--- config.mk ---
export PLATFORM = sky130hd
export DESIGN_NAME = iot_controller
export DESIGN_NICKNAME = d
export VERILOG_FILES = /design/src/iot_pkg.sv /design/src/iot_controller.sv
export SDC_FILE = /design/constraint.sdc
export NUM_CORES = 1
export LEC_CHECK = 0
export ABC_AREA = 1
export BUFFER_PORTS_ARGS = -buffer_cell sky130_fd_sc_hd__buf_4
export CAP_MARGIN = 30
export CORE_AREA = 2 2 39 41
export CTS_CLUSTER_SIZE = 30
export DETAILED_ROUTE_END_ITERATION = 7
export DIE_AREA = 0 0 41 43
export GPL_TIMING_DRIVEN = 1
export PLACE_DENSITY = 0.66
export SKIP_CTS_REPAIR_TIMING = 1
export SYNTH_ARGS = -nofsm -noshare
export SYNTH_HDL_FRONTEND = slang
export SYNTH_SLANG_ARGS = --single-unit
--- constraint.sdc ---
create_clock -name clock -period 2.9 [get_ports clock]
set_clock_uncertainty 0.1 [all_clocks]
set_input_delay 0.145 -clock clock [delete_from_list [all_inputs] [get_ports clock]]
set_output_delay 0.145 -clock clock [all_outputs]
set_load 0.005 [all_outputs]
--- src/iot_pkg.sv ---
// Package for the ITCH order tracker: widths, codes, state and command types.
// Used by iot_controller, iot_datapath and itch_order_tracker_unit; no dependencies.
package iot_pkg;

   localparam int TICKER_SLOTS = 64;
   localparam int ORDER_SLOTS  = 1048576;
   localparam int SLOT_W       = $clog2(ORDER_SLOTS);
   localparam int TIDX_W       = (TICKER_SLOTS > 1) ? $clog2(TICKER_SLOTS) : 1;
   localparam int COUNT_W      = $clog2(TICKER_SLOTS + 1);
   localparam int TICK_W       = 6;
   localparam int WORD_W       = 2 + TICK_W + 64;
   localparam int REQ_DATA_W   = 328;
   localparam int RSP_DATA_W   = 200;

   localparam logic [63:0] ALL_SPACES = 64'h2020_2020_2020_2020;

   localparam logic [2:0] ACT_ADD        = 3'd0;
   localparam logic [2:0] ACT_EXEC       = 3'd1;
   localparam logic [2:0] ACT_EXEC_PRICE = 3'd2;
   localparam logic [2:0] ACT_CANCEL     = 3'd3;
   localparam logic [2:0] ACT_DELETE     = 3'd4;
   localparam logic [2:0] ACT_REPLACE    = 3'd5;

   localparam logic [1:0] KIND_ADD    = 2'd0;
   localparam logic [1:0] KIND_TRADE  = 2'd1;
   localparam logic [1:0] KIND_MODIFY = 2'd2;
   localparam logic [1:0] KIND_CANCEL = 2'd3;

   typedef enum logic [2:0] {
      EM_NONE, EM_ADD, EM_TRADE, EM_REDUCE, EM_DELETE, EM_RCANCEL, EM_RADD
   } emit_type;

   typedef enum logic [3:0] {
      ST_CLEAR, ST_IDLE, ST_LOOK, ST_SRD, ST_SCMP, ST_ADD, ST_TRADE,
      ST_REDUCE, ST_DELETE, ST_RCANCEL, ST_RADD
   } state_type;

   typedef struct packed {
      logic     clear_step;
      logic     accept_ok;
      logic     search_start;
      logic     search_next;
      logic     set_found;
      emit_type emit;
   } cmd_type;

   typedef struct packed {
      logic [2:0] action;
      logic       blank;
      logic       valid;
      logic       count_zero;
      logic       match;
      logic       last_entry;
      logic       table_full;
      logic       out_free;
      logic       clear_done;
   } status_type;

endpackage

--- src/iot_controller.sv ---
// Sequencer of the ITCH order tracker: clearing pass, lookup, symbol search, updates.
// Depends on iot_pkg; drives iot_datapath through command and status structs.
module iot_controller (
   input  logic               clock,
   input  logic               reset,
   input  logic               req_tvalid,
   input  iot_pkg::status_type status,
   output iot_pkg::cmd_type    cmd
);

   iot_pkg::state_type state_ff, state_in;

   always_ff @(posedge clock) begin
      if (reset) begin
         state_ff <= iot_pkg::ST_CLEAR;
      end else begin
         state_ff <= state_in;
      end
   end

   always_comb begin
      state_in = state_ff;
      case (state_ff)
         iot_pkg::ST_CLEAR: begin
            if (status.clear_done) state_in = iot_pkg::ST_IDLE;
         end
         iot_pkg::ST_IDLE: begin
            if (req_tvalid) state_in = iot_pkg::ST_LOOK;
         end
         iot_pkg::ST_LOOK: begin
            case (status.action)
               iot_pkg::ACT_ADD: begin
                  if (status.blank) state_in = iot_pkg::ST_IDLE;
                  else if (status.count_zero) state_in = iot_pkg::ST_ADD;
                  else state_in = iot_pkg::ST_SRD;
               end
               iot_pkg::ACT_EXEC, iot_pkg::ACT_EXEC_PRICE: begin
                  state_in = status.valid ? iot_pkg::ST_TRADE : iot_pkg::ST_IDLE;
               end
               iot_pkg::ACT_CANCEL: begin
                  state_in = status.valid ? iot_pkg::ST_REDUCE : iot_pkg::ST_IDLE;
               end
               iot_pkg::ACT_DELETE: begin
                  state_in = status.valid ? iot_pkg::ST_DELETE : iot_pkg::ST_IDLE;
               end
               iot_pkg::ACT_REPLACE: begin
                  state_in = status.valid ? iot_pkg::ST_RCANCEL : iot_pkg::ST_IDLE;
               end
               default: state_in = iot_pkg::ST_IDLE;
            endcase
         end
         iot_pkg::ST_SRD: state_in = iot_pkg::ST_SCMP;
         iot_pkg::ST_SCMP: begin
            if (status.match) state_in = iot_pkg::ST_ADD;
            else if (status.last_entry)
               state_in = status.table_full ? iot_pkg::ST_IDLE : iot_pkg::ST_ADD;
            else state_in = iot_pkg::ST_SRD;
         end
         iot_pkg::ST_ADD: begin
            if (status.out_free) state_in = iot_pkg::ST_IDLE;
         end
         iot_pkg::ST_TRADE: begin
            if (status.out_free) state_in = iot_pkg::ST_REDUCE;
         end
         iot_pkg::ST_REDUCE: begin
            if (status.out_free) state_in = iot_pkg::ST_IDLE;
         end
         iot_pkg::ST_DELETE: begin
            if (status.out_free) state_in = iot_pkg::ST_IDLE;
         end
         iot_pkg::ST_RCANCEL: begin
            if (status.out_free) state_in = iot_pkg::ST_RADD;
         end
         iot_pkg::ST_RADD: begin
            if (status.out_free) state_in = iot_pkg::ST_IDLE;
         end
         default: state_in = iot_pkg::ST_CLEAR;
      endcase
   end

   always_comb begin
      cmd = '0;
      cmd.emit = iot_pkg::EM_NONE;
      case (state_ff)
         iot_pkg::ST_CLEAR: cmd.clear_step = 1'b1;
         iot_pkg::ST_IDLE: cmd.accept_ok = 1'b1;
         iot_pkg::ST_LOOK: begin
            cmd.search_start = (status.action == iot_pkg::ACT_ADD) && !status.blank;
         end
         iot_pkg::ST_SCMP: begin
            cmd.set_found   = status.match;
            cmd.search_next = !status.match && !status.last_entry;
         end
         iot_pkg::ST_ADD: if (status.out_free) cmd.emit = iot_pkg::EM_ADD;
         iot_pkg::ST_TRADE: if (status.out_free) cmd.emit = iot_pkg::EM_TRADE;
         iot_pkg::ST_REDUCE: if (status.out_free) cmd.emit = iot_pkg::EM_REDUCE;
         iot_pkg::ST_DELETE: if (status.out_free) cmd.emit = iot_pkg::EM_DELETE;
         iot_pkg::ST_RCANCEL: if (status.out_free) cmd.emit = iot_pkg::EM_RCANCEL;
         iot_pkg::ST_RADD: if (status.out_free) cmd.emit = iot_pkg::EM_RADD;
         default: cmd.emit = iot_pkg::EM_NONE;
      endcase
   end

endmodule

==> flow_metrics.py <==
metrics = {
    "outcome": {
        "status": "finished, final reports clean",
    },
    "die": {
        "placementRows": 14,
        "die_x_um": 41,
        "coreArea_sq_um": 1380,
        "io_pins": 22,
        "die_h_um": 43,
        "die-area_sq_um": 1760,
        "start_util_pct": 36.4,
    },
    "cells_and_area": {
        "syn2layout_area_growth_pct": 40.2,
        "largest_reg_flops": 4,
        "post-route-util_pct": 51.1,
        "drive_above_1_share_pct": 34.2,
        "largest_register": "state_ff",
        "reg_top3": "state_ff (4)",
        "num-nets-final": 136,
        "antenna_cells": 0,
    },
    "min_path": {
        "hold_path_end": "state_ff[3]",
        "min_path_cells": 5,
        "hp-class": "input port to register",
        "hp-start": "status[10]",
    },
    "routing": {
        "final_antenna_net_count": 0,
        "drc_errors": 0,
        "drt_iter0_drc": 8,
        "firstDrtPassIters": 4,
        "routed_wl_um": 1190,
        "vias": 617,
        "wire_per_inst_um": 8.76,
        "viasPerCell": 4.54,
    },
    "timing": {
        "final_max_slew_viol_count": 0,
        "max_clock_freq_ghz": 0.634,
        "rsz0062_at_grt": "no",
        "worst_pin_slew_ns": 0.285,
        "relSlewSlack_pct": 81.0,
        "setup_viol": 0,
        "post-route-period-util_pct": 54.4,
        "hold_ws_ns": 0.222,
        "hold_viol": 0,
        "min_period_ns": 1.58,
        "setup_tns_ns": 0,
    },
    "power_and_ir_drop": {
        "p_sw_mw": 0.160,
        "ir_drop_mv": 0.282,
        "p_leak_nw": 0.380,
        "power.share.sequential_pct": 24.6,
        "p_clk_share_pct": 19.1,
        "internal_power_mw": 0.201,
        "power_density_nw_per_um2": 511,
        "combPwrFrac_pct": 56.3,
        "power_mw": 0.361,
        "power.share.switching_pct": 44.4,
    },
    "setup_path": {
        "slowest_stage": "dfxtp_1",
        "r2r-end": "state_ff[1]",
        "critPathCaptureType": "output port",
        "reg2reg_depth": 8,
        "crit_type": "register to output port",
        "worstSetupStartpointType": "register",
        "startpoint": "state_ff[1]",
        "reg2reg_slack_ns": 1.46,
        "cp_slowest_stage_delay_ns": 0.42,
        "worstPathCellList": "inv_2 > nor3_2 > inv_1 > nor3_1 > buf_4",
        "r2r_start": "state_ff[0]",
        "cp.arrival_ns": 1.33,
        "cp_max_fo": 6,
        "crit_required_ns": 2.65,
    },
    "synthesis": {
        "ys_dominant_reg_cell": "dfxtp_1",
        "synth_edf_count": 0,
        "avgSynthCellArea_sq_um": 5.25,
        "netlist_area_sq_um": 504,
        "ys_seq_area_share_pct": 15.9,
        "synth_common_cells": "nand2_1, inv_1, nor2_1",
        "syn_nets": 110,
        "synth_cell_types": 19,
        "postSynthCellCount": 96,
        "ys_ff_latch": 4,
        "synth_top_area_share_pct": 25.3,
        "yosys-top-cells-area": "nand2_1, dfxtp_1, inv_1",
        "synth.most_common_cell": "nand2_1",
        "synthArstFlopShare_pct": 0,
        "yosys_warnings": 0,
        "synth_top_area_cell": "nand2_1",
    },
    "clock_network": {
        "clock_latency_ns": 0.23,
        "cts_max_path_buffers": 2,
        "htreeDepth": 1,
        "clock_sinks": 4,
        "cts_tree": "yes",
        "cts_buffers": 3,
        "cts-root-buf": "clkbuf_4",
        "clk_pin_slew_ns": 0.04,
    },
    "place": {
        "numPortBuffers": 21,
        "hpwl_um": 1050,
        "gp_congestion": 0.772,
    },
    "global_route": {
        "antenna_found_initial": 0,
        "grt_max_degree": 9,
        "grt_use_total_pct": 16.8,
        "overflow": 0,
        "grt_pass1_wl_um": 2060,
        "grt_pass1_vias": 549,
    },
    "run": {
        "max-cap-violations": 0,
    },
}
==> logic make-up after synthesis <==
| group | Yosys count | synth area share (%) |
|---|---|---|
| AO/OA/AOI/OAI | 9 | 10.2 |
| flip-flops | 4 | 15.9 |
| AND/OR/NAND/NOR | 66 | 60.5 |
| buffers and inverters | 17 | 13.4 |
==> power by group through the flow <==
stage | clock (mW) | sequential, mW | combinational (mW)
after floorplan | 0 | 0.0762 | 0.155
after global placement | 0 | 0.0888 | 0.203
after detailed placement | 0 | 0.0900 | 0.203
after CTS | 0.0717 | 0.0891 | 0.204
after global routing | 0.0801 | 0.0913 | 0.232
final | 0.0691 | 0.0887 | 0.203
==> final cells by class <==
class	count	area (sq um)
tap	16	20.0
timing repair buffer	22	168
sequential	4	80.1
multi-input combinational	75	357
fill	150	677
clock buffer	3	22.5
inverter	16	60.1
==> per-layer routing <==
layer  track usage (%)  wire length [um]  up-vias
li1                  -                 -      347
met1              20.3               507      254
met2              28.7               621       16
met3              1.57                63        0
met4              6.00                 0        0
met5                 0                 0        -
==> critical path: cells and delay by family (launching register included) <==
family,cells,cell delay [ns]
simple gates,2,0.37
flops,1,0.42
buf+inv,3,0.30
==> metrics by stage <==
stage | worst slack [ns] | area [sq um] | std cells
finish | 1.32 | 707 | 136
global route | 1.18 | 707 | 136
CTS | 1.30 | 697 | 135
detailed placement | 1.47 | 674 | 132
global placement | 1.49 | 674 | 132
floorplan | 1.65 | 504 | 96
==> how the worst max path moves through the flow <==
stage	end	slack [ns]	depth (start not counted)
after CTS	cmd[5]	1.30	5
after global placement	state_ff[1]	1.49	7
after global routing	cmd[5]	1.18	5
after detailed placement	state_ff[0]	1.47	7
after floorplan	state_ff[1]	1.65	8
final	cmd[5]	1.32	5
==> layout by cell type (no fill, tap or decap), types with 4 or more instances in the layout <==
master   instances
nor2_2           5
dfxtp_1          4
nand2_1         34
inv_2            4
nor2_1          11
nand3_1          6
buf_4           21
inv_1           12
Power figures use the tool's default switching activity.
